### config.mk
export PLATFORM = sky130hd
export DESIGN_NAME = ftes_slot_mem
export DESIGN_NICKNAME = d
export VERILOG_FILES = /design/src/sv/frame_table_evict_select_unit_macros.svh /design/src/sv/ftes_pkg.sv /design/src/sv/ftes_slot_mem.sv
export SDC_FILE = /design/constraint.sdc
export NUM_CORES = 2
export LEC_CHECK = 0
export ABC_AREA = 0
export BUFFER_PORTS_ARGS = -buffer_cell sky130_fd_sc_hd__buf_2
export CORE_AREA = 2 2 589 591
export DETAILED_ROUTE_END_ITERATION = 16
export DIE_AREA = 0 0 591 593
export PLACE_DENSITY = 0.72
export SETUP_SLACK_MARGIN = 0.05
export SYNTH_ARGS = -nofsm -noshare
export SYNTH_HDL_FRONTEND = slang
export SYNTH_MEMORY_MAX_BITS = 65536
export SYNTH_SLANG_ARGS = --single-unit
export TNS_END_PERCENT = 100
### constraint.sdc
create_clock -name clk -period 10.5 [get_ports clk]
set_clock_uncertainty 0.05 [all_clocks]
set_input_delay 3.15 -clock clk [delete_from_list [all_inputs] [get_ports clk]]
set_output_delay 3.15 -clock clk [all_outputs]
set_load 0.01 [all_outputs]
### src/sv/frame_table_evict_select_unit_macros.svh
// Assertion macros for the frame table evict select unit.
// Each macro takes a label, the clock, the reset, and the two sides of the property.
`ifndef FRAME_TABLE_EVICT_SELECT_UNIT_MACROS_SVH
`define FRAME_TABLE_EVICT_SELECT_UNIT_MACROS_SVH

`ifndef NO_ASSERTIONS

// Same-cycle implication
`define FTES_ASSERT_IMP(lbl, ck, rs, ante, cons) \
  lbl: assert property (@(posedge ck) disable iff (rs) (ante) |-> (cons)) \
    else $error("ftes assertion failed (same cycle)");

// Next-cycle implication
`define FTES_ASSERT_NXT(lbl, ck, rs, ante, cons) \
  lbl: assert property (@(posedge ck) disable iff (rs) (ante) |=> (cons)) \
    else $error("ftes assertion failed (next cycle)");

`else

`define FTES_ASSERT_IMP(lbl, ck, rs, ante, cons)

`define FTES_ASSERT_NXT(lbl, ck, rs, ante, cons)

`endif

`endif

### src/sv/ftes_pkg.sv
`timescale 1ns / 1ps

package ftes_pkg;

  localparam int FRAMES   = 64;
  localparam int SLOT_W   = 6;
  localparam int PAGE_W   = 20;
  localparam int THREAD_W = 16;
  localparam int STAMP_W  = 32;

  localparam logic [SLOT_W-1:0] SLOT_LAST = SLOT_W'(FRAMES - 1);

  typedef enum logic [2:0] {
    CMD_ALLOC       = 3'd0,
    CMD_FIND        = 3'd1,
    CMD_SET_PAGE    = 3'd2,
    CMD_MARK_DONE   = 3'd3,
    CMD_FREE        = 3'd4,
    CMD_CLEAR       = 3'd5,
    CMD_FREE_THREAD = 3'd6,
    CMD_EVICT       = 3'd7
  } cmd_t;

  typedef enum logic [1:0] {
    STAT_OK      = 2'd0,
    STAT_NONE    = 2'd1,
    STAT_NO_PAGE = 2'd2
  } status_t;

  typedef enum logic [1:0] {
    S_IDLE,
    S_SCAN,
    S_SLOT,
    S_RESP
  } state_t;

  typedef struct packed {
    cmd_t                cmd;
    logic [PAGE_W-1:0]   page;
    logic [THREAD_W-1:0] thread_id;
    logic                kernel_lookup;
    logic [SLOT_W-1:0]   slot;
  } req_t;

  typedef struct packed {
    status_t             status;
    logic [SLOT_W-1:0]   frame_slot;
    logic [PAGE_W-1:0]   unmap_page;
    logic [THREAD_W-1:0] unmap_thread;
  } rsp_t;

  // One slot's stored fields
  typedef struct packed {
    logic [THREAD_W-1:0] owner;
    logic [PAGE_W-1:0]   page;
    logic                page_set;
    logic                load_done;
    logic [STAMP_W-1:0]  stamp;
  } entry_t;

  // Slot memory write controls
  typedef struct packed {
    logic              all;
    logic              page;
    logic              done;
    logic [SLOT_W-1:0] addr;
    entry_t            data;
  } mem_wr_t;

  // Candidate tracker controls
  typedef struct packed {
    logic              clear;
    logic              en_old;
    logic              en_new;
    logic [SLOT_W-1:0] idx;
  } pick_ctl_t;

  // Candidate tracker results
  typedef struct packed {
    logic              old_ok;
    logic [SLOT_W-1:0] old_idx;
    logic              new_ok;
    logic [SLOT_W-1:0] new_idx;
  } pick_res_t;

endpackage

### src/sv/ftes_slot_mem.sv
`timescale 1ns / 1ps

module ftes_slot_mem (
  input  logic              clk,
  input  logic [ftes_pkg::SLOT_W-1:0] rd_addr,
  output ftes_pkg::entry_t  rd_data,
  input  ftes_pkg::mem_wr_t wr
);
  import ftes_pkg::*;

  logic [THREAD_W-1:0] owner_mem [FRAMES];
  logic [PAGE_W-1:0]   page_mem  [FRAMES];
  logic                pset_mem  [FRAMES];
  logic                done_mem  [FRAMES];
  logic [STAMP_W-1:0]  stamp_mem [FRAMES];

  // Write the selected fields, read one slot with registered data
  always_ff @(posedge clk) begin
    if (wr.all) begin
      owner_mem[wr.addr] <= wr.data.owner;
      page_mem[wr.addr]  <= wr.data.page;
      pset_mem[wr.addr]  <= wr.data.page_set;
      done_mem[wr.addr]  <= wr.data.load_done;
      stamp_mem[wr.addr] <= wr.data.stamp;
    end
    if (wr.page) begin
      page_mem[wr.addr] <= wr.data.page;
      pset_mem[wr.addr] <= 1'b1;
    end
    if (wr.done) begin
      done_mem[wr.addr] <= 1'b1;
    end
    rd_data.owner     <= owner_mem[rd_addr];
    rd_data.page      <= page_mem[rd_addr];
    rd_data.page_set  <= pset_mem[rd_addr];
    rd_data.load_done <= done_mem[rd_addr];
    rd_data.stamp     <= stamp_mem[rd_addr];
  end

endmodule

== Word-level counts from Yosys, hierarchy flattened ==
Memories as Yosys holds them, arrays and structs flattened. A register that Yosys moved wholly into a read port is not among the register bits.
Cells that the tools add are included.

* Flip-flop bits (word level): 0
* Bits in writable memories: 4480
* Bits of input ports: 86
* Output and inout port bits: 70
* Word-level logic and storage cells: 17
* Memories: 5

{| class="wikitable"
|+ Memory list
! memory !! depth !! width !! read ports !! clocked after Yosys merged registers in !! wr ports !! RTL line !! text
|-
| stamp_mem || 64 || 32 || 1 || 1 || 1 || ftes_slot_mem.sv:15 || <nowiki>logic [STAMP_W-1:0] stamp_mem [FRAMES];</nowiki>
|-
| page_mem || 64 || 20 || 1 || 1 || 1 || ftes_slot_mem.sv:12 || <nowiki>logic [PAGE_W-1:0] page_mem [FRAMES];</nowiki>
|-
| owner_mem || 64 || 16 || 1 || 1 || 1 || ftes_slot_mem.sv:11 || <nowiki>logic [THREAD_W-1:0] owner_mem [FRAMES];</nowiki>
|-
| done_mem || 64 || 1 || 1 || 1 || 1 || ftes_slot_mem.sv:14 || <nowiki>logic done_mem [FRAMES];</nowiki>
|-
| pset_mem || 64 || 1 || 1 || 1 || 1 || ftes_slot_mem.sv:13 || <nowiki>logic pset_mem [FRAMES];</nowiki>
|}

* Mux-type cells: 9
* Bitwise logic cells: 3

{| class="wikitable"
|+ Operators with widths
! kind !! number
|-
| $mux W20 || 1
|-
| $mux W1 || 8
|-
| $or A1 B1 Y1 || 3
|}

== Longest topological paths before layout ==
* Word-level depth: 3
* Mapped depth: 9
* Mapped depth without buffers: 4

== Worst setup path before layout ==
Ideal clock, no wire load.

* Kind: input to register
* From: input port wr[78] (netlist bit)
* To: memory owner_mem[32][0] (enable)
* Setup time: 0.513 ns
* Data arrival time: 7.014 ns
* Path slack: 2.923 ns
* Stages: 4
* Cell sequence: clkbuf_1 clkbuf_1 inv_1 nor3_1

* Cells in the longest elaborated chain, start to end: 2

{| class="wikitable"
|+ RTL lines
! element !! RTL line !! text
|-
| start: declaration || ftes_slot_mem.sv:7 || <nowiki>input ftes_pkg::mem_wr_t wr</nowiki>
|-
| $mux W1 || ftes_slot_mem.sv:19 || <nowiki>if (wr.all) begin</nowiki>
|-
| $mux W1 (not written as such) || ftes_slot_mem.sv:20 || <nowiki>owner_mem[wr.addr] <= wr.data.owner;</nowiki>
|-
| end: declaration || ftes_slot_mem.sv:11 ||
|}

Every way passes these cells.

== Worst setup path in the final report ==
* From: input port wr[70] (netlist bit)
* To: memory owner_mem[49][11] (enable)

Straight into the memory's write port.

==> results.md <==
- Status: finished, final reports clean
- Area grow syn2layout: 12.4%
- Reg2reg path depth: 4
- Initial drt markers: 14500
- Placed inst area: 178000 um2
- Tcrit/Tclk final: 0.562
- Rows: 216
- Maximum vdd drop: 0.160 mV
- Routed via count: 85500
- Clock power share: 0.410
- Share of layout cells above drive strength 1: 0.284
- CP Cell Sequence: buf_2 -> nor3b_1 -> nand2_1 -> nor2_4 -> buf_4
- CTS Buffer Depth: 4
- Setup tns final: 0 ns
- Yosys Warn Count: 0
- CTS tree: built
- Input/output buffers: 155
- Final hold vios: 0
- Hpwl dp: 250 mm
- Net switching power figure: 7.92 mW
- Largest family of logic cells by synthesized area: multiplexers
- Synth Area in Compound Gates: 0.0272
- Largest net degree at the start of global routing: 132
- WL final: 472 mm
- DR pass1 iterations: 8
- Crit Path Category: input pin to flip-flop
- CP arrival: 6.40 ns
- Num ports: 156
- Crit-path max FO: 34
- Maxcap violations: 0
- Worst-Skew Late Latency: 0.99 ns
- Setup violations, final: 0
- All-Layer GR Usage: 0.267
- Die area: 350000 um2
- Util after Layout: 0.558
- Root Driver: clkbuf_16
- Async set-reset flop share out of synthesis: 0
- Hold/Removal Path Class: flip-flop to flip-flop
- Worst Path Buf+Inv: 2
- Hold EP: rd_data[63]
- Remaining antenna violation count: 0
- Synth Register Bits: 4550
- Initial antenna violation count: 45
- Initial core utilization: 0.497
- DIE WIDTH: 591 um
- Comb pwr share: 0.047
- Area of the core: 345000 um2
- Via density per instance: 6.74
- # nets final: 7784
- Worst slew pin tran: 1.32 ns
- Cells after synthesis: 7308
- Total grt overflow: 0
- Max stage delay on crit path: 0.89 ns
- Crit. End Element: flip-flop
- DRC Markers: 0
- Most frequent cells in the layout: edfxtp_1, mux4_2, clkbuf_16
- Layout Cell Area excl Fill: 192000 um2
- Post-CTS Resized: 0
- Tot Pwr: 37.3 mW
- R2r setup slk: 8.07 ns
- Post-synthesis sequential area ratio: 0.794
- Share of power burned in registers: 0.543
- Num CTS Buffers: 428
- Worst-case hold slack: 0.775 ns
- Leakage Power: 59.6 nW
- Number of synthesized flops with an enable pin: 4480
- R2r endpoint: rd_data[44]
- Rel. slew slack: 0.122
- Synthesized cell area: 171000 um2
- CP max stage cell: buf_4
- Top delay family on crit path: simple AND/OR/NAND/NOR gates
- Synth Area in Adders: 0
- Worst-path clk slew: 0.06 ns
- Unique masters post-synth: 30
- Post-synthesis simple-gate area fraction: 0.0130
- Clock Sinks: 4550
- Syn nets: 7394
- Post-CTS Hold Buffers: 0
- H-tree levels: 5
- Worst hold stages: 4
- Period minus WS final: 5.91 ns
- Post-CTS setup buffers: 0
- Slew Limit Fails: 0
- Worst hold start: owner_mem[6][9]
- Synth Area in XOR/XNOR: 0
- Worst r2r src: page_mem[37][10]
- Mux cell area share after synthesis: 0.154
- Power Density: 194 nW/um2
- Gpl congestion: 0.843
- Critical path launch point type: input pin
- Internal power: 29.4 mW
- RSZ-0062 raised after global routing: no
- Top_reg_cell synth: edfxtp_1
- First-pass GRT wire length: 653 mm
- Post-DR wirelength/cell: 37.2 um
- Net switching fraction of the power: 0.212
- Die height: 593 um
- Fmax: 0.169 GHz
- CP Data Required Time: 10.99 ns
- Vias in the first global route: 84100
- Synthesized area per cell: 23.4 um2
- Most common cell after layout, fill and taps aside: edfxtp_1
[stage by stage]
step / setup slack (ns) / std cells
6_report: 4.59 / 12700
5_1_grt: 4.61 / 12700
4_1_cts: 4.78 / 12600
3_5_place_dp: 3.76 / 11800
3_3_place_gp: 3.84 / 11800
2_1_floorplan: 2.92 / 7308
[worst min-delay path, delay by kind of cell (launching register included)]
| kind | cells | cell delay, ns |
|---|---|---|
| flops | 1 | 0.31 |
| mux | 1 | 0.23 |
| compound gates | 2 | 0.20 |
| simple gates | 1 | 0.08 |
[cell usage after synthesis, drive strengths merged, types with 5 or more instances]
cell type,count,share of area
nand3b,26,0.0011
a22oi,280,0.012
o211a,70,0.0041
o221ai,52,0.0027
clkbuf,171,0.0038
dfxtp,70,0.0082
nand2,41,0.00090
buf,262,0.0081
nor2,242,0.0053
nor2b,5,0.00018
o22ai,140,0.0051
a211oi,70,0.0031
nand2b,6,0.00022
mux2i,106,0.0062
or2,9,0.00033
nand3,124,0.0036
or3b,6,0.00031
nor3,12,0.00035
mux4,1120,0.15
edfxtp,4480,0.79
[worst max path at each step]
stage | start | to | slack [ns] | depth (start not counted)
floorplan | wr[78] | owner_mem[32][0] | 2.92 | 4
global placement | rd_addr[2] | rd_data[20] | 3.84 | 7
detailed placement | wr[72] | owner_mem[36][10] | 3.76 | 5
CTS | wr[72] | owner_mem[44][11] | 4.78 | 5
global route | wr[72] | owner_mem[44][11] | 4.61 | 5
finish | wr[70] | owner_mem[49][11] | 4.59 | 5
[layout make-up]
type | instances | area [um2]
inverters | 1 | 3.75
well taps | 4578 | 5730
diodes | 44 | 110
repair buffers | 393 | 2810
clock inverters | 246 | 2270
clock buffers | 546 | 11500
fillers | 24500 | 152000
multi-input cells | 2324 | 34000
flip-flops and latches | 4550 | 136000
[metal layers]
metal,global-route usage,wire length [um],vias up
li1,-,-,32300
met1,0.357,162000,45300
met2,0.418,224000,6718
met3,0.0633,60700,1150
met4,0.128,24800,28
met5,0,170,-
[logic make-up after synthesis]
kind of cell / after synthesis
DFF: 4550
buffers and inverters: 434
AOI/OAI and AO/OA: 612
muxes: 1226
and+or+nand+nor: 486
[power groups by stage]
stage / sequential [mW] / combinational (mW) / clock (mW)
final: 20.2 / 1.75 / 15.3
after global routing: 20.2 / 1.83 / 16.1
after CTS: 20.2 / 1.74 / 15.4
after detailed placement: 20.6 / 1.73 / 0
after global placement: 20.6 / 1.69 / 0
after floorplan: 20.6 / 0.950 / 0
[sequential cells by signal (all words and copies together) (netlist names)]
register	cells
stamp_mem	2048
page_mem	1280
owner_mem	1024
rd_data	70
done_mem	64
pset_mem	64
No activity file was read; power rests on OpenSTA's default activity.
