[src/sv/frame_table_evict_select_unit_macros.svh]
// Assertion macros for the frame table evict select unit.
// Each macro takes a label, the clock, the reset, and the two sides of the property.
`ifndef FRAME_TABLE_EVICT_SELECT_UNIT_MACROS_SVH
`define FRAME_TABLE_EVICT_SELECT_UNIT_MACROS_SVH

`ifndef NO_ASSERTIONS

// Same-cycle implication
`define FTES_ASSERT_IMP(lbl, ck, rs, ante, cons) \
  lbl: assert property (@(posedge ck) disable iff (rs) (ante) |-> (cons)) \
    else $error("ftes assertion failed (same cycle)");

// Next-cycle implication
`define FTES_ASSERT_NXT(lbl, ck, rs, ante, cons) \
  lbl: assert property (@(posedge ck) disable iff (rs) (ante) |=> (cons)) \
    else $error("ftes assertion failed (next cycle)");

`else

`define FTES_ASSERT_IMP(lbl, ck, rs, ante, cons)

`define FTES_ASSERT_NXT(lbl, ck, rs, ante, cons)

`endif

`endif

[src/sv/ftes_pkg.sv]
`timescale 1ns / 1ps

package ftes_pkg;

  localparam int FRAMES   = 64;
  localparam int SLOT_W   = 6;
  localparam int PAGE_W   = 20;
  localparam int THREAD_W = 16;
  localparam int STAMP_W  = 32;

  localparam logic [SLOT_W-1:0] SLOT_LAST = SLOT_W'(FRAMES - 1);

  typedef enum logic [2:0] {
    CMD_ALLOC       = 3'd0,
    CMD_FIND        = 3'd1,
    CMD_SET_PAGE    = 3'd2,
    CMD_MARK_DONE   = 3'd3,
    CMD_FREE        = 3'd4,
    CMD_CLEAR       = 3'd5,
    CMD_FREE_THREAD = 3'd6,
    CMD_EVICT       = 3'd7
  } cmd_t;

  typedef enum logic [1:0] {
    STAT_OK      = 2'd0,
    STAT_NONE    = 2'd1,
    STAT_NO_PAGE = 2'd2
  } status_t;

  typedef enum logic [1:0] {
    S_IDLE,
    S_SCAN,
    S_SLOT,
    S_RESP
  } state_t;

  typedef struct packed {
    cmd_t                cmd;
    logic [PAGE_W-1:0]   page;
    logic [THREAD_W-1:0] thread_id;
    logic                kernel_lookup;
    logic [SLOT_W-1:0]   slot;
  } req_t;

  typedef struct packed {
    status_t             status;
    logic [SLOT_W-1:0]   frame_slot;
    logic [PAGE_W-1:0]   unmap_page;
    logic [THREAD_W-1:0] unmap_thread;
  } rsp_t;

  // One slot's stored fields
  typedef struct packed {
    logic [THREAD_W-1:0] owner;
    logic [PAGE_W-1:0]   page;
    logic                page_set;
    logic                load_done;
    logic [STAMP_W-1:0]  stamp;
  } entry_t;

  // Slot memory write controls
  typedef struct packed {
    logic              all;
    logic              page;
    logic              done;
    logic [SLOT_W-1:0] addr;
    entry_t            data;
  } mem_wr_t;

  // Candidate tracker controls
  typedef struct packed {
    logic              clear;
    logic              en_old;
    logic              en_new;
    logic [SLOT_W-1:0] idx;
  } pick_ctl_t;

  // Candidate tracker results
  typedef struct packed {
    logic              old_ok;
    logic [SLOT_W-1:0] old_idx;
    logic              new_ok;
    logic [SLOT_W-1:0] new_idx;
  } pick_res_t;

endpackage

[src/sv/ftes_pick_unit.sv]
`timescale 1ns / 1ps

module ftes_pick_unit (
  input  logic                          clk,
  input  logic                          rst,
  input  ftes_pkg::pick_ctl_t           ctl,
  input  logic [ftes_pkg::STAMP_W-1:0]  stamp,
  input  logic [ftes_pkg::STAMP_W-1:0]  next_stamp,
  output ftes_pkg::pick_res_t           res
);
  import ftes_pkg::*;

  logic [STAMP_W-1:0] age;
  logic [STAMP_W-1:0] old_age;
  logic [STAMP_W-1:0] new_age;
  logic               take_old;
  logic               take_new;

  // Age modulo 2^32, compared against the oldest and newest candidates
  always_comb begin
    age      = next_stamp - stamp;
    take_old = ctl.en_old && (!res.old_ok || (age > old_age));
    take_new = ctl.en_new && (!res.new_ok || (age < new_age));
  end

  // Track candidate presence, hold candidate index and age
  always_ff @(posedge clk) begin
    if (rst || ctl.clear) begin
      res.old_ok <= 1'b0;
      res.new_ok <= 1'b0;
    end else begin
      if (take_old) res.old_ok <= 1'b1;
      if (take_new) res.new_ok <= 1'b1;
    end
    if (take_old) begin
      res.old_idx <= ctl.idx;
      old_age     <= age;
    end
    if (take_new) begin
      res.new_idx <= ctl.idx;
      new_age     <= age;
    end
  end

endmodule

[config.mk]
export PLATFORM = sky130hd
export DESIGN_NAME = ftes_pick_unit
export DESIGN_NICKNAME = d
export VERILOG_FILES = /design/src/sv/frame_table_evict_select_unit_macros.svh /design/src/sv/ftes_pkg.sv /design/src/sv/ftes_pick_unit.sv
export SDC_FILE = /design/constraint.sdc
export NUM_CORES = 1
export LEC_CHECK = 0
export BUFFER_PORTS_ARGS = -buffer_cell sky130_fd_sc_hd__buf_2
export CAP_MARGIN = 40
export CORE_AREA = 2 2 121 123
export CTS_BUF_LIST = sky130_fd_sc_hd__clkbuf_8
export DETAILED_ROUTE_END_ITERATION = 6
export DIE_AREA = 0 0 123 125
export SYNTH_ARGS = -nofsm -noshare
export SYNTH_HDL_FRONTEND = slang
export SYNTH_SLANG_ARGS = --single-unit
[constraint.sdc]
create_clock -name clk -period 7.2 [get_ports clk]
set_input_delay 1.08 -clock clk [delete_from_list [all_inputs] [get_ports clk]]
set_output_delay 1.08 -clock clk [all_outputs]
set_load 0.005 [all_outputs]
# After elaboration in Yosys (flattened, before gate mapping)
# Index checks and enable logic that the tools add are counted.
# totals
regBits,78
output_inout_bits,14
input_bits,75
# classes
add_sub_neg,1
n_lt_le_gt_ge,2
reduce_logical,7
# op_table
operator,n
greater-than comparator 32 bit,1
< comparator 32 bit,1
subtractor 32 bit,1
logical OR 1 bit,3
logical AND 1 bit,2
logical NOT 1 bit,2

# Longest topological paths before layout
# depth
depth_word,4
ltp_mapped,18
depth_no_buf,18

# Worst setup path before layout
# No wires, ideal clock.
# synth_path
path_kind,input to register
start,input next_stamp[0] (netlist bit)
end,register old_age[0] (enable)
t_arrival_ps,5835
setup_time_ps,446
path_buffers,0
path_stages,17
path_slack_ps,920
t_required_ps,6754
cell_sequence,inv_1 ha_1 fa_1 nand2b_1 a21oi_1 o211ai_1 a31oi_1 o32ai_1 o31ai_1 xor2_1 ha_1 and3_1 nand4_1 or2_2 nor2_1 o21ai_0 a21oi_1
# synth_between
elab_chain_cells,4
# synth_lines
element,line_no,source
start: declaration,ftes_pick_unit.sv:8,"input logic [ftes_pkg::STAMP_W-1:0] next_stamp,"
subtractor 32 bit,ftes_pick_unit.sv:21,age = next_stamp - stamp;
via age[28],ftes_pick_unit.sv:13,logic [STAMP_W-1:0] age;
greater-than comparator 32 bit,ftes_pick_unit.sv:22,take_old = ctl.en_old && (!res.old_ok || (age > old_age));
logical OR 1 bit,ftes_pick_unit.sv:22,
logical AND 1 bit,ftes_pick_unit.sv:22,
via take_old,ftes_pick_unit.sv:16,logic take_old;
end signal: assignment,ftes_pick_unit.sv:37,old_age <= age;
end: declaration,ftes_pick_unit.sv:14,logic [STAMP_W-1:0] old_age;
# The timed path passes the listed nets, and every way through them passes these cells.
# A chain may end at the register's enable or synchronous reset.

# Worst setup path in the final report
# layout_path
start,input stamp[0] (netlist bit)
end,register old_age[5] (enable)
# layout_between
elab_chain_cells,4
# layout_lines
element,line_no,source
start: declaration,ftes_pick_unit.sv:7,"input logic [ftes_pkg::STAMP_W-1:0] stamp,"
subtractor 32 bit,ftes_pick_unit.sv:21,
via age[28],ftes_pick_unit.sv:13,
greater-than comparator 32 bit,ftes_pick_unit.sv:22,
logical OR 1 bit,ftes_pick_unit.sv:22,
logical AND 1 bit,ftes_pick_unit.sv:22,
via take_old,ftes_pick_unit.sv:16,
# The timed path passes the listed nets, and every way through them passes these cells.

==> qor.csv <==
stage;metric;value;unit
global_routing;grt_pass1_vias;4443;
place;io_buffers;88;
cts;cts_max_path_buffers;2;
worst_setup_path;required_arrival_time_at_the_worst_endpoint;7.21;ns
cts;cts_setup_buffers;0;
route;drt_iter0_drc;254;
place;finalWeightedCongestion;0.863;
timing;final_hold_viol_count;0;
worst_setup_path;reg2reg_depth;9;
synth;postSynth.asyncResetShare;0;%
power_and_ir_drop;worst_ir_drop_vdd;0.0914;mV
floorplan;die-width;123;um
power_and_ir_drop;power_leakage;3.17;nW
timing;setup_ws;1.76;ns
timing;worst_slew_margin_rel;63.0;%
global_routing;globalRoute.totalOverflow;0;
timing;worst_slew_pin_slew;0.553;ns
power_and_ir_drop;power.density_cell_area;213;nW/um^2
synth;synthCells;579;
worst_setup_path;class_of_the_most_critical_setup_path;in2reg;
worst_setup_path;r2r_setup_slack;4.34;ns
cts;clock_latency;0.36;ns
floorplan;floorplan.die.height;125;um
worst_setup_path;worstReg2RegEnd;new_age[3]$_DFFE_PP_;
timing;min_period_over_period;75.5;%
worst_setup_path;setup.worst_path.start;stamp[0];
route;routed_wirelength;11.8;mm
worst_setup_path;crit_fanout;30;
cts;hold_buffers;0;
route;drt_drc_violations_left;0;
cts;count_of_clock_tree_sinks;78;
place;place_worst_setup_slack;1.34;ns
worst_setup_path;critical_path.reg2reg.startpoint;new_age[5]$_DFFE_PP_;
synth;synthFlopType;sky130_fd_sc_hd__edfxtp_1;
timing;setup_tns_final;0;ns
min_path;holdCritPathClass;reg2reg;
cts;clock-root-buffer;sky130_fd_sc_hd__clkbuf_8;
synth;number_of_enable_flip_flop_cells_after_synthesis;76;
floorplan;fp.dieArea;15400;sq um
timing;unrepaired_setup_endpoints_after_global_routing;false;
worst_setup_path;critical_path.endpoint_type;register;
final_layout;n_antenna_cell;0;
route;via_per_inst;5.13;
run;maxCapViolCount;0;
cts;tritoncts.num_buffers;9;
cts;ctsResizeCount;0;
timing;achievable-frequency;184;MHz
synth;yosysTopAreaCell;sky130_fd_sc_hd__edfxtp_1;
floorplan;io-pin-count;89;
place;place_hpwl;9.50;mm
synth;synth.most_common_cell;sky130_fd_sc_hd__inv_1;
floorplan;core_area;14200;sq um
synth;synth_fp_nets;749;
worst_setup_path;crit_path_end;old_age[5]$_DFFE_PP_;
synth;post_synth_main_area_contributors;sky130_fd_sc_hd__edfxtp_1 40%, sky130_fd_sc_hd__ha_1 20%, sky130_fd_sc_hd__inv_1 6.5%;
route;route.vias.total;4405;
outcome;run_status;complete, no violations;
cts;tritoncts;done;
synth;synth_area;5750;sq um
final_layout;flow.area_growth_from_synthesis;14.5;%
global_routing;wire_length_of_the_first_global_routing_pass;20.4;mm
global_routing;groute.usage.overall;16.5;%
place;post_dp_cell_area;6420;sq um
cts;h-tree-depth;3;
synth;yosysSeqAreaShare;40.4;%
synth;synth_cell_types;47;
route;routed_wire_length_per_instance;13.8;um
floorplan;initial_utilization;40.5;%
synth;syn-mean-instance-area;9.94;sq um
final_layout;postLayoutCellArea;6590;sq um
timing;fin_skew;0.00872;ns
floorplan;core.rowCount;44;
timing;setup_violators_final;0;
timing;min_period;5.44;ns
worst_setup_path;arrival;5.45;ns
synth;synth_top_cells_by_count;100 x sky130_fd_sc_hd__inv_1, 94 x sky130_fd_sc_hd__ha_1, 76 x sky130_fd_sc_hd__edfxtp_1;
cts;clk_pin_slew_worst_paths;0.08;ns
timing;number_of_max_slew_violations_in_the_final_report;0;
route;postRouteAntennaNets;0;
final_layout;num-nets-final;839;
worst_setup_path;worst_setup_path_start_kind;primary input;
synth;yosysWarningCount;0;
synth;netlist.area_leader.share;39.7;%
route;drt-pass1-iter-count;4;
global_routing;grt_max_degree;31;
power_and_ir_drop;total_power;1.40;mW
global_routing;antenna_violations_before_repair;0;
final_layout;post_route_cells_drive_above_1_share;16.9;%
synth;synth.ff_latch_count;78;
## flip-flops by register name, indices dropped and copies added, names as in the netlist
register and flops:
old_age 32, res 14, new_age 32
## where the power goes
part	internal, mW	switching (mW)
combinational	0.214	0.301
sequential	0.587	0.0153
clock	0.122	0.160
total	0.924	0.477
## critical path, cell delays in order
cell                       delay, ns
sky130_fd_sc_hd__buf_2          0.10
sky130_fd_sc_hd__ha_1           0.21
sky130_fd_sc_hd__fa_1           0.40
sky130_fd_sc_hd__nand2b_1       0.18
sky130_fd_sc_hd__a21oi_1        0.29
sky130_fd_sc_hd__o211ai_1       0.19
sky130_fd_sc_hd__a31oi_1        0.24
sky130_fd_sc_hd__o32ai_1        0.19
sky130_fd_sc_hd__o31ai_1        0.31
sky130_fd_sc_hd__xor2_1         0.37
sky130_fd_sc_hd__ha_1           0.20
sky130_fd_sc_hd__and3_1         0.14
sky130_fd_sc_hd__nand4_1        0.12
sky130_fd_sc_hd__or2_2          0.32
sky130_fd_sc_hd__nor2_1         0.14
sky130_fd_sc_hd__o21ai_0        0.16
sky130_fd_sc_hd__a21oi_4        0.35
sky130_fd_sc_hd__buf_4          0.43
## final cells by class
class,instances,area [sq um]
Fill cell,1406,7620
Clock buffer,9,124
Multi-Input combinational cell,390,3040
Tap cell,184,230
Clock inverter,7,42.5
Sequential cell,78,2320
Inverter,100,375
Timing Repair Buffer,90,455
## worst min-delay path by stage
stage                        start                   to  slack, ns  depth (start not counted)
6_report       res[6]$_SDFFE_PP0P_  res[6]$_SDFFE_PP0P_       0.52                          2
5_1_grt        res[6]$_SDFFE_PP0P_  res[6]$_SDFFE_PP0P_       0.59                          2
4_1_cts        res[6]$_SDFFE_PP0P_  res[6]$_SDFFE_PP0P_       0.53                          2
3_5_place_dp   res[6]$_SDFFE_PP0P_  res[6]$_SDFFE_PP0P_       0.52                          2
3_3_place_gp   res[6]$_SDFFE_PP0P_  res[6]$_SDFFE_PP0P_       0.51                          2
2_1_floorplan  res[6]$_SDFFE_PP0P_  res[6]$_SDFFE_PP0P_       0.50                          2
## routing by layer
layer	share of wire [%]	global-route usage [%]
met1	49	22.5
met5	0	0
met3	4.1	2.78
met4	1.9	5.75
met2	45	26.4
## stage by stage
stage               hold slack [ns]  cells  util (%)
finish                        0.524    858      46.4
global route                  0.588    858      46.4
CTS                           0.532    858      46.4
detailed placement            0.521    842      45.2
global placement              0.512    842      45.2
floorplan                     0.499    579         -
## logic make-up (layout without fill, tap and decap cells)
family	after synthesis	in the layout	share of synthesized area (%)
AO/OA/AOI/OAI	158	158	17.8
XOR/XNOR	30	30	4.57
adder cells (fa/ha/maj)	95	95	20.8
buffers and inverters	111	206	7.26
flip-flops	78	78	40.4
AND/OR/NAND/NOR	107	107	9.24
## placed cells by master (no fill, tap or decap), drive strengths merged, types with 3 or more instances in the layout
master	n
a21o	25
a21oi	51
nand2	23
and2	3
o211ai	13
edfxtp	76
a31oi	3
nor2	27
ha	94
xnor2	18
and3	5
nor3	4
nand2b	8
xor2	12
buf	90
clkbuf	9
inv	101
or2	5
o21ai	27
nor2b	6
nand4	16
nand3	8
a211oi	13
clkinv	4
o21a	7
o21bai	3
(Power assumes the default switching activity.)
